--- src/hdl/swfd_pkg.sv ---
`timescale 1ns / 1ps
`default_nettype none
package swfd_pkg;

  localparam int unsigned DEF_WINDOW_DEPTH     = 64;
  localparam int unsigned DEF_TICKS_PER_SECOND = 10000000;

  localparam int unsigned STAMP_W  = 64;
  localparam int unsigned WIN_W    = 16;
  localparam int unsigned THRESH_W = 7;
  localparam int unsigned COUNT_W  = 7;
  localparam int unsigned CFG_IDX_W  = 1;
  localparam int unsigned CFG_DATA_W = 16;
  localparam int unsigned OUT_DATA_W = 8;

  localparam logic [CFG_IDX_W-1:0] CFG_WINDOW = 1'b0;
  localparam logic [CFG_IDX_W-1:0] CFG_THRESH = 1'b1;

  localparam logic [WIN_W-1:0]    WINDOW_RESET = 16'd1;
  localparam logic [THRESH_W-1:0] THRESH_RESET = 7'd32;

  typedef enum logic [1:0] {
    ST_IDLE,
    ST_CHECK,
    ST_WAIT
  } state_t;

  typedef struct packed {
    logic latch;
    logic pop;
    logic finish;
  } cmd_t;

  typedef struct packed {
    logic count_zero;
    logic expired;
    logic out_free;
  } status_t;

endpackage
`default_nettype wire

--- src/hdl/swfd_ctrl.sv ---
`timescale 1ns / 1ps
`default_nettype none
module swfd_ctrl (
  input  wire logic             clk,
  input  wire logic             rst,
  input  wire logic             s_tvalid,
  output logic                  s_tready,
  input  wire swfd_pkg::status_t status,
  output swfd_pkg::cmd_t        cmd
);
  import swfd_pkg::*;

  state_t state, state_next;

  always_ff @(posedge clk) begin
    if (rst) begin
      state <= ST_IDLE;
    end else begin
      state <= state_next;
    end
  end

  always_comb begin
    state_next = state;
    cmd        = '0;
    s_tready   = 1'b0;
    unique case (state)
      ST_IDLE: begin
        s_tready = 1'b1;
        if (s_tvalid) begin
          cmd.latch  = 1'b1;
          state_next = ST_CHECK;
        end
      end
      ST_CHECK: begin
        if (!status.count_zero && status.expired) begin
          cmd.pop    = 1'b1;
          state_next = ST_WAIT;
        end else if (status.out_free) begin
          cmd.finish = 1'b1;
          state_next = ST_IDLE;
        end
      end
      ST_WAIT: begin
        // new oldest slot is being read
        state_next = ST_CHECK;
      end
      default: begin
        state_next = ST_IDLE;
      end
    endcase
  end

endmodule
`default_nettype wire

--- config.mk ---
export PLATFORM = sky130hd
export DESIGN_NAME = swfd_ctrl
export DESIGN_NICKNAME = d
export VERILOG_FILES = /design/src/hdl/swfd_pkg.sv /design/src/hdl/swfd_ctrl.sv
export SDC_FILE = /design/constraint.sdc
export NUM_CORES = 1
export LEC_CHECK = 0
export ABC_AREA = 0
export BUFFER_PORTS_ARGS = -buffer_cell sky130_fd_sc_hd__buf_2
export CORE_AREA = 2 2 39 41
export DETAILED_ROUTE_END_ITERATION = 8
export DIE_AREA = 0 0 41 43
export PLACE_DENSITY = 0.39
export SYNTH_ARGS = -nofsm -noshare
export SYNTH_HDL_FRONTEND = slang
export SYNTH_SLANG_ARGS = --single-unit
--- constraint.sdc ---
create_clock -name clk -period 0.9 [get_ports clk]
set_input_delay 0.18 -clock clk [delete_from_list [all_inputs] [get_ports clk]]
set_output_delay 0.18 -clock clk [all_outputs]
set_load 0.01 [all_outputs]
==> summary.md, run 1 <==
| Metric | Value |
|---|---|
| Period utilization | 1.27 |
| Core Rows | 14 |
| CP max stage delay | roughly 320 ps |
| Clk buf depth | 2 |
| Congestion Overflow GR | 0 |
| Initial Utilization | 0.0940 |
| Final #Nets | 35 |
| Arrival @ worst endpoint | approximately 960 ps |
| Synth top area share | 0.308 |
| Initial DRC count | 1 |
| Final setup violation count | 4 |
| WS Path Type | reg -> out |
| Drt first pass iters | 2 |
| Crit. End Element | primary output |
| Ant diodes | 0 |
| Max-Cap Viols | 0 |
| Failing checks | setup timing |
| Reg clk slew, reported paths | 30 ps |
| Syn Inst Count | 14 |
| Layout cells sized above 1 | 0.704 |
| Clk_lat worst skew | 220 ps |
| Critical path data required time | between 700 and 800 ps |
| Max FFs per register | 2 |
| Hold WS | around 150 ps |
| Headroom to the max-slew limit | 0.870 |
| R2r setup slk | ~30 ps |
| Routed wire length | 325 µm |
| CTS tree | done |
| Max Fanout on Critical Path | 3 |
| Syn Area/Cell | 9.29 µm² |
| Seq/Total Area, Yosys | 0.308 |
| Fin area | ~230 µm² |
| Die X | between 40 and 50 µm |
| Via count | 130 |
| FF-to-FF path depth | 3 |
| CP max stage cell | dfxtp_2 |
| DRC Markers | 0 |
| Pwr Total | between 300 and 400 µW |
| Max Fclk | 0.874 GHz |
| Worst Hold Depth | 2 |
| Slew Limit Fails | 0 |
| Largest Register | state |
| Number of synthesized flops with an enable pin | 0 |
| Netlist cell types | 12 |
| I/O Pins | 10 |
| Worst hold start | rst |
| Die Y-Extent | 43 µm |
| Count of yosys warnings during synthesis | 0 |
| Placed inst area | a little over 200 µm² |
| Reg-to-Reg End | state[0] |
| Largest net degree at the start of global routing | 4 |
| Total track usage | 0.0480 |
| Post-CTS setup buffers | 0 |
| GPL Wtd Cong | roughly 0.57 |
| Ranking of synthesized cells by area | dfxtp_1 31%, o32ai_2 13%, nand2b_4 11% |
| WHS Endpoint | state[1] |
| Critical Path, Cell by Cell | nand2b_4 > nor3b_2 > buf_2 |
| Vias in the first global route | approximately 140 |
| Final min period | between 1000 and 1500 ps |
| Routed Antenna Nets | 0 |
| Top Registers | state (2) |
| Vias/cell | ~3.0 |
| Antenna violations before repair | 0 |
| IO buf count | 9 |
| Fill count | ~160 |
| Worst VDD drop | around 500 µV |
| Total CTS buffers | 3 |
| Final-report hold violation count | 0 |
| Clock root buffer | clkbuf_4 |
| Routed wire per std cell | between 7 and 8 µm |
| RSZ-0062 raised after global routing | yes |
| Clock sink total | 2 |
| Syn nets | 20 |
| Post-synth top flop | dfxtp_1 |
| Synth top cells by count | 2 x dfxtp_1, 2 x nor2_1 |
| Delay-heaviest family, CP | flip-flops |
| Cell area after synthesis | 130 µm² |
| Htree depth | 1 |
| Final setup TNS | -679 ps |
| Area of the die | approximately 1800 µm² |
| First-pass GRT wire length | slightly below 500 µm |
| Worst-margin pin slew | between 150 and 200 ps |
| Setup Skew | 2.29 ps |
| Setup slack after layout | -244 ps |
| Outcome | finished, violations left |
| Synth Register Bits | 2 |
| Core ar. | 1380 µm² |
| Crit path buffers/inverters | 1 |
| Startpoint Class | register |
| Post-synth ARST share | 0 |
| Power Density | 1610 nW/µm² |
| Reg2Reg Launch Point | state[1] |
| Worst hold path type | in -> reg |
| Pleak | between 0.1 and 0.15 nW |
| Area grow syn2layout | 78.8% |
| Post-synth top area cell | dfxtp_1 |
## layer usage
layer	global-route usage	vias to the layer above	wire length [µm]
li1	-	75	-
met1	0.0637	45	162
met2	0.0375	10	96
met3	0.0209	0	67
met4	0.0800	0	0
met5	0	-	0
## worst register-to-register path: stages (launching register included)
cell and delay [ps]:
dfxtp_2 320, nand2b_4 140, buf_4 140, o32ai_2 180
## repair_timing
item,in CTS,in global routing
resized for setup,2,0
pin swaps,1,0
hold buffers,0,0
gates cloned,0,0
endpoints found under the setup margin,5,4
## report_power, final
| group | leakage (nW) | internal [mW] | switching, mW |
|---|---|---|---|
| Combinational | 0.0714 | 0.0419 | 0.0336 |
| Sequential | 0.0172 | 0.0954 | 0.00521 |
| Clock | 0.0138 | 0.147 | 0.0512 |
## metrics by stage
step           instances   util  setup WS, ps
2_1_floorplan         14      -          2.01
3_3_place_gp          40  0.150         -25.2
3_5_place_dp          40  0.150         -20.1
4_1_cts               43  0.168          -258
5_1_grt               43  0.168          -296
6_report              43  0.168          -244
## area by class of cell
cell class / count / area [µm²] / share of cell area
Multi-Input combinational cell: 11 / 87.6 / 0.376
Clock buffer: 3 / 22.5 / 0.0968
Sequential cell: 2 / 42.5 / 0.183
Tap cell: 16 / 20.0 / 0.0860
Timing Repair Buffer: 11 / 60.1 / 0.258
## cells in the final DEF (no fill, tap or decap)
cell type / instances
or2_1: 1
buf_2: 9
clkbuf_4: 3
dfxtp_2: 2
nor3b_2: 1
nor2_1: 2
nand2b_1: 1
nand2b_4: 1
and2_1: 1
buf_4: 2
o32ai_2: 1
o21bai_1: 1
nor3_1: 1
nor2b_1: 1
## how the worst max path moves through the flow
stage                   start     end  slack, ps  cells past startpoint
floorplan            state[0]  cmd[2]          2                      2
global placement    status[1]  cmd[0]        -30                      4
detailed placement   state[1]  cmd[0]        -20                      3
CTS                  state[1]  cmd[0]       -260                      3
global route         state[1]  cmd[0]       -300                      3
finish               state[1]  cmd[0]       -240                      3
## cell families (layout without fill, tap and decap cells)
logic type	count (synthesis)	count (layout)	share of synthesized area
simple gates	9	9	0.452
compound gates	2	2	0.183
flops	2	2	0.308
buf+inv	1	14	0.0577
Power figures use the tool's default switching activity.
==> run 2, diff against run 1 <==
Settings changed: BUFFER_PORTS_ARGS -buffer_cell sky130_fd_sc_hd__buf_2 to not set, DONT_BUFFER_PORTS set to 1, PLACE_DENSITY 0.39 to 0.33.
==> summary.md, run 2 (synthesized netlist as in run 1, its figures left out) <==
| Metric | Value |
|---|---|
| Setup Skew | 2.68 ps (+0.396 ps) |
| Drt first pass iters | 3 (+1) |
| Post-CTS Hold Buffers | 0 (unchanged) |
| Worst-margin pin slew | 304 ps (+110 ps) |
| Largest Register | state |
| Worst hold path type | in -> reg |
| Final-report hold violation count | 0 (unchanged) |
| Max FFs per register | 2 (unchanged) |
| Multi-input logic area | 109 µm² (+24%) |
| CTS tree | done |
| Antenna violations before repair | 0 (unchanged) |
| Gate power share | 0.190 (-0.012) |
| Area of the die | 1760 µm² (unchanged) |
| Clock root buffer | clkbuf_4 |
| Core ar. | 1380 µm² (unchanged) |
| Switching power | 82.8 µW (-8.0%) |
| RSZ-0062 raised after global routing | yes |
| Cells after DPL | 30 (-25%) |
| Routed Antenna Nets | 0 (unchanged) |
| Headroom to the max-slew limit | 0.797 (-0.0732) |
| Crit path buffers/inverters | 0 (-1) |
| Ant diodes | 0 (unchanged) |
| Failing checks | setup timing |
| Worst VDD drop | 439 µV (-12%) |
| Initial DRC count | 3 (+2) |
| Placed inst area | 155 µm² (-25%) |
| Max Fanout on Critical Path | 3 (unchanged) |
| Clk pwr share | 0.531 (about the same) |
| Period utilization | 1.22 (-0.0528) |
| I/O Pins | 10 (unchanged) |
| Fin area | 209 µm² (-10%) |
| Via count | 118 (-9.2%) |
| Slew Limit Fails | 0 (unchanged) |
| Area grow syn2layout | 60.6% |
| Setup slack after layout | -196 ps (+47.5 ps) |
| Storage element area | 42.5 µm² (unchanged) |
| Clk_lat worst skew | 220 ps (about the same) |
| Total CTS buffers | 3 (unchanged) |
| Startpoint Class | register |
| Vias/cell | 3.47 (+15%) |
| Htree depth | 1 (unchanged) |
| Clock sink total | 2 (unchanged) |
| Max Fclk | 0.912 GHz (+4.3%) |
| Critical Path, Cell by Cell | nand2b_4 > nor3b_4 |
| Vias in the first global route | 154 (+11%) |
| Layout cells sized above 1 | 0.722 (+0.0185) |
| Share of power burned in registers | 0.280 (+0.011) |
| DRC Markers | 0 (unchanged) |
| GPL Wtd Cong | 0.636 (+12%) |
| Die X | 41 µm (unchanged) |
| Final #Nets | 26 (-26%) |
| Largest net degree at the start of global routing | 4 (unchanged) |
| Critical path data required time | 720 ps (about the same) |
| Fill count | 159 (+1.3%) |
| Final min period | 1100 ps (-47.5 ps) |
| Routed wire per std cell | 9.50 µm (+26%) |
| First-pass GRT wire length | 593 µm (+20%) |
| IO buf count | 0 (-9) |
| Sw frac | 0.230 (-0.0106) |
| Crit. End Element | primary output |
| Reg clk slew, reported paths | 30 ps (about the same) |
| WS Path Type | reg -> out |
| Commonest non-fill, non-tap cell in the layout | clkbuf_4 |
| Top Registers | state (2) |
| Pint | 277 µW (-2.4%) |
| Routed wire length | 323 µm (-0.62%) |
| Power Density | 1720 nW/µm² (+7.2%) |
| Congestion Overflow GR | 0 (unchanged) |
| CP max stage cell | dfxtp_2 |
| Pleak | 0.0691 nW (-33%) |
| Final setup violation count | 4 (unchanged) |
| Clk buf depth | 2 (unchanged) |
| Finished Layout Cells | 34 (-21%) |
| Most frequent cells in the layout | 3 x clkbuf_4, 2 x buf_4, 2 x dfxtp_2 |
| Outcome | finished, violations left |
| DP HPWL | 231 µm |
| Initial Utilization | 0.0940 (unchanged) |
| Final setup TNS | -524 ps (+155 ps) |
| Die Y-Extent | 43 µm (unchanged) |
| Max-Cap Viols | 0 (unchanged) |
| Core Rows | 14 (unchanged) |
| Arrival @ worst endpoint | 920 ps (-40 ps) |
| Delay-heaviest family, CP | simple AND/OR/NAND/NOR gates |
| Total track usage | 0.0581 (+0.0101) |
| CP max stage delay | 320 ps (about the same) |
-- run 2: changes by cell type in the layout (fill, tap and decap cells not counted) --
cell / change
nor2_4: +1
buf_2: -9
and2_1: -1
nor2_1: -1
nor3b_4: +1
nor3b_2: -1
nor3_2: +1
and2_4: +1
nor3_1: -1
-- run 2: path summary, 6_finish.rpt --
check	to	startpoint	cells after the start	slack [ps]
hold / removal	state[1]	rst	1	20
setup reg to reg	state[0]	state[1]	3	10
setup / recovery	cmd[0]	state[1]	2	-200
hold reg to reg	state[0]	state[1]	2	580
-- run 2: worst register-to-register path, delay by kind of cell, from the launching register on --
family / cells / cell delay (ps)
buffers and inverters: 1 / 150
DFF: 1 / 320
and+or+nand+nor: 1 / 160
AOI/OAI and AO/OA: 1 / 180
-- run 2: metal layers --
metal / track usage / up-vias / part of all wire
li1: - / 55 / -
met1: 0.0479 / 52 / 0.37
met2: 0.0750 / 11 / 0.48
met3: 0.0524 / 0 / 0.15
met4: 0.0600 / 0 / 0
met5: 0 / - / 0
-- run 2: what timing repair did --
item / in CTS / in global routing
pin swaps: 1 / 2
gates resized for setup: 5 / 2
endpoints found under the hold margin: 0 / 0
setup endpoints to repair: 4 / 6
buffers inserted: 1 / 0
-- run 2: final cells by class --
| cell class | instances | share of cell area |
|---|---|---|
| multi-input combinational | 11 | 0.521 |
| sequential | 2 | 0.204 |
| clock buffer | 3 | 0.108 |
| tap | 16 | 0.0958 |
| timing repair buffer | 2 | 0.0719 |
-- run 2: through the flow --
stage	hold slack [ps]	total power, mW	util	worst slack [ps]
global placement	263	0.149	0.112	17.7
global route	6.89	0.399	0.151	-251
detailed placement	265	0.151	0.112	1.51
floorplan	258	0.141	-	2.01
finish	24.2	0.360	0.151	-196
CTS	18.4	0.376	0.146	-223
-- run 2: power groups by stage --
stage	clock network, mW	logic [mW]	registers, mW
6_report	0.191	0.0683	0.101
5_1_grt	0.223	0.0749	0.101
4_1_cts	0.208	0.0674	0.100
3_5_place_dp	0	0.0495	0.101
3_3_place_gp	0	0.0490	0.100
2_1_floorplan	0	0.0411	0.100
==> run 3, diff against run 2 <==
==> constraint.sdc (replaced) <==
create_clock -name clk -period 0.9 [get_ports clk]
set_input_delay 0.135 -clock clk [delete_from_list [all_inputs] [get_ports clk]]
set_output_delay 0.135 -clock clk [all_outputs]
set_load 0.01 [all_outputs]
==> summary.md, run 3 (synthesized netlist as in run 1, its figures left out) <==
| Metric | Value |
|---|---|
| Outcome | finished, violations left |
| Failing checks | setup timing |
| Worst Hold Depth | 2 (+1) |
| Sw frac | 0.243 (+0.0135) |
| IO buf count | 0 (unchanged) |
| WS Path Type | reg -> out |
| Vias in the first global route | 150 (-2.6%) |
| CP max stage delay | 310 ps (about the same) |
| Switching power | 91.9 µW (+11%) |
| Worst hold start | status[1] |
| R2r setup slk | -110 ps (-120 ps) |
| Core ar. | 1380 µm² (unchanged) |
| Finished Layout Cells | 37 (+8.8%) |
| Routed wire length | 331 µm (+2.5%) |
| DRC Markers | 0 (unchanged) |
| Hold WS | 142 ps (+118 ps) |
| Reg-to-Reg End | state[0] |
| Crit path buffers/inverters | 1 (+1) |
| First-pass GRT wire length | 538 µm (-9.3%) |
| Max FFs per register | 2 (unchanged) |
| Final-report hold violation count | 0 (unchanged) |
| Setup Skew | 2.13 ps (-0.551 ps) |
| Post-layout util | 0.165 (+0.0136) |
| GPL Wtd Cong | 0.561 (-12%) |
| Fin area | 228 µm² (+9.0%) |
| Die Y-Extent | 43 µm (unchanged) |
| Post-Place Setup Slack | -18.6 ps (-20.1 ps) |
| Top Registers | state (2) |
| RSZ-0062 raised after global routing | yes |
| Congestion Overflow GR | 0 (unchanged) |
| Max Fanout on Critical Path | 3 (unchanged) |
| Power Density | 1660 nW/µm² (-3.7%) |
| Arrival @ worst endpoint | 960 ps (+40 ps) |
| Area of the die | 1760 µm² (unchanged) |
| Max-Cap Viols | 0 (unchanged) |
| Critical Path, Cell by Cell | nand2b_4 > nor3b_2 > buf_4 |
| Worst-margin pin slew | 236 ps (-67.8 ps) |
| Final setup violation count | 5 (+1) |
| Delay-heaviest family, CP | flip-flops |
| Largest net degree at the start of global routing | 4 (unchanged) |
| CP max stage cell | dfxtp_2 |
| I/O Pins | 10 (unchanged) |
| Headroom to the max-slew limit | 0.842 (+0.0453) |
| Reg2Reg Launch Point | state[1] |
| Max Fclk | 0.917 GHz (+0.48%) |
| Crit. End Element | primary output |
| Htree depth | 1 (unchanged) |
| Final min period | 1090 ps (-5.23 ps) |
| Pleak | 0.0809 nW (+17%) |
| Slew Limit Fails | 0 (unchanged) |
| WHS Endpoint | state[1] |
| Core Rows | 14 (unchanged) |
| Die X | 41 µm (unchanged) |
| DP HPWL | 192 µm (-17%) |
| Final #Nets | 29 (+12%) |
| Drt first pass iters | 2 (-1) |
| Total CTS buffers | 3 (unchanged) |
| Layout cells sized above 1 | 0.714 (-0.00794) |
| Period utilization | 1.21 (-0.00581) |
| Area grow syn2layout | 75.0% |
| Initial DRC count | 2 (-1) |
| Total track usage | 0.0541 (-0.00406) |
| Worst hold path type | in -> reg |
| Share of power burned in registers | 0.266 (-0.014) |
| Startpoint Class | register |
| Vias/cell | 3.38 (-2.7%) |
| Commonest non-fill, non-tap cell in the layout | buf_4 |
| FF-to-FF path depth | 4 (+1) |
| Pwr Total | 378 µW (+4.9%) |
| Gate power share | 0.208 (+0.018) |
| Cells after DPL | 31 (+3.3%) |
| Clk buf depth | 2 (unchanged) |
| Final setup TNS | -614 ps (-90.1 ps) |
| Routed Antenna Nets | 0 (unchanged) |
| Clock sink total | 2 (unchanged) |
| Storage element area | 42.5 µm² (unchanged) |
| Ant diodes | 0 (unchanged) |
| CTS tree | done |
| Largest Register | state |
| Clk pwr share | 0.525 (-0.006) |
| Setup slack after layout | -191 ps (+5.23 ps) |
| Placed inst area | 158 µm² (+1.6%) |
| Clock root buffer | clkbuf_4 |
| Pint | 286 µW (+3.1%) |
| Fill count | 151 (-5.0%) |
| Via count | 125 (+5.9%) |
| Most frequent cells in the layout | 4 x buf_4, 3 x clkbuf_4, 2 x dfxtp_2 |
| Clk_lat worst skew | 220 ps (about the same) |
| Reg clk slew, reported paths | 30 ps (about the same) |
| Multi-input logic area | 103 µm² (-5.7%) |
| Worst VDD drop | 540 µV (+23%) |
| Critical path data required time | 760 ps (+40 ps) |
| Antenna violations before repair | 0 (unchanged) |
| Routed wire per std cell | 8.95 µm (-5.8%) |
| Initial Utilization | 0.0940 (unchanged) |
[run 3: cell types whose count changed in the layout (fill, tap and decap cells not counted), sizes merged]
cell         delta
dlygate4sd3     +1
buf             +2
[run 3: final cells by class]
class / instances / share of cell area
multi-input cells: 11 / 0.451
flip-flops and latches: 2 / 0.187
repair buffers: 5 / 0.176
clock buffers: 3 / 0.0989
well taps: 16 / 0.0879
[run 3: how the worst max path moves through the flow]
stage                     endpoint  cells past startpoint      from
after floorplan             cmd[0]                      2  state[1]
after global placement      cmd[0]                      3  state[1]
after detailed placement    cmd[0]                      3  state[1]
after CTS                   cmd[0]                      3  state[1]
after global routing        cmd[0]                      3  state[1]
final                       cmd[0]                      3  state[1]
[run 3: power groups by stage]
stage / combinational (mW) / clock (mW) / sequential (mW)
after floorplan: 0.0392 / 0 / 0.100
after global placement: 0.0498 / 0 / 0.100
after detailed placement: 0.0503 / 0 / 0.101
after CTS: 0.0777 / 0.212 / 0.0997
after global routing: 0.0844 / 0.220 / 0.101
final: 0.0788 / 0.199 / 0.101
[run 3: timing repair]
action                     in CTS  in global routing
hold endpoints to repair        2                  0
pin swaps                       1                  2
resized for setup               6                  1
setup endpoints to repair       4                  6
setup buffers                   2                  0
hold buffers                    1                  0
[run 3: metal layers]
layer | routed length, µm | GRT usage | share of wire
met1 | 134 | 0.0510 | 0.40
met2 | 154 | 0.0625 | 0.47
met3 | 43 | 0.0471 | 0.13
met4 | 0 | 0.0600 | 0
met5 | 0 | 0 | 0
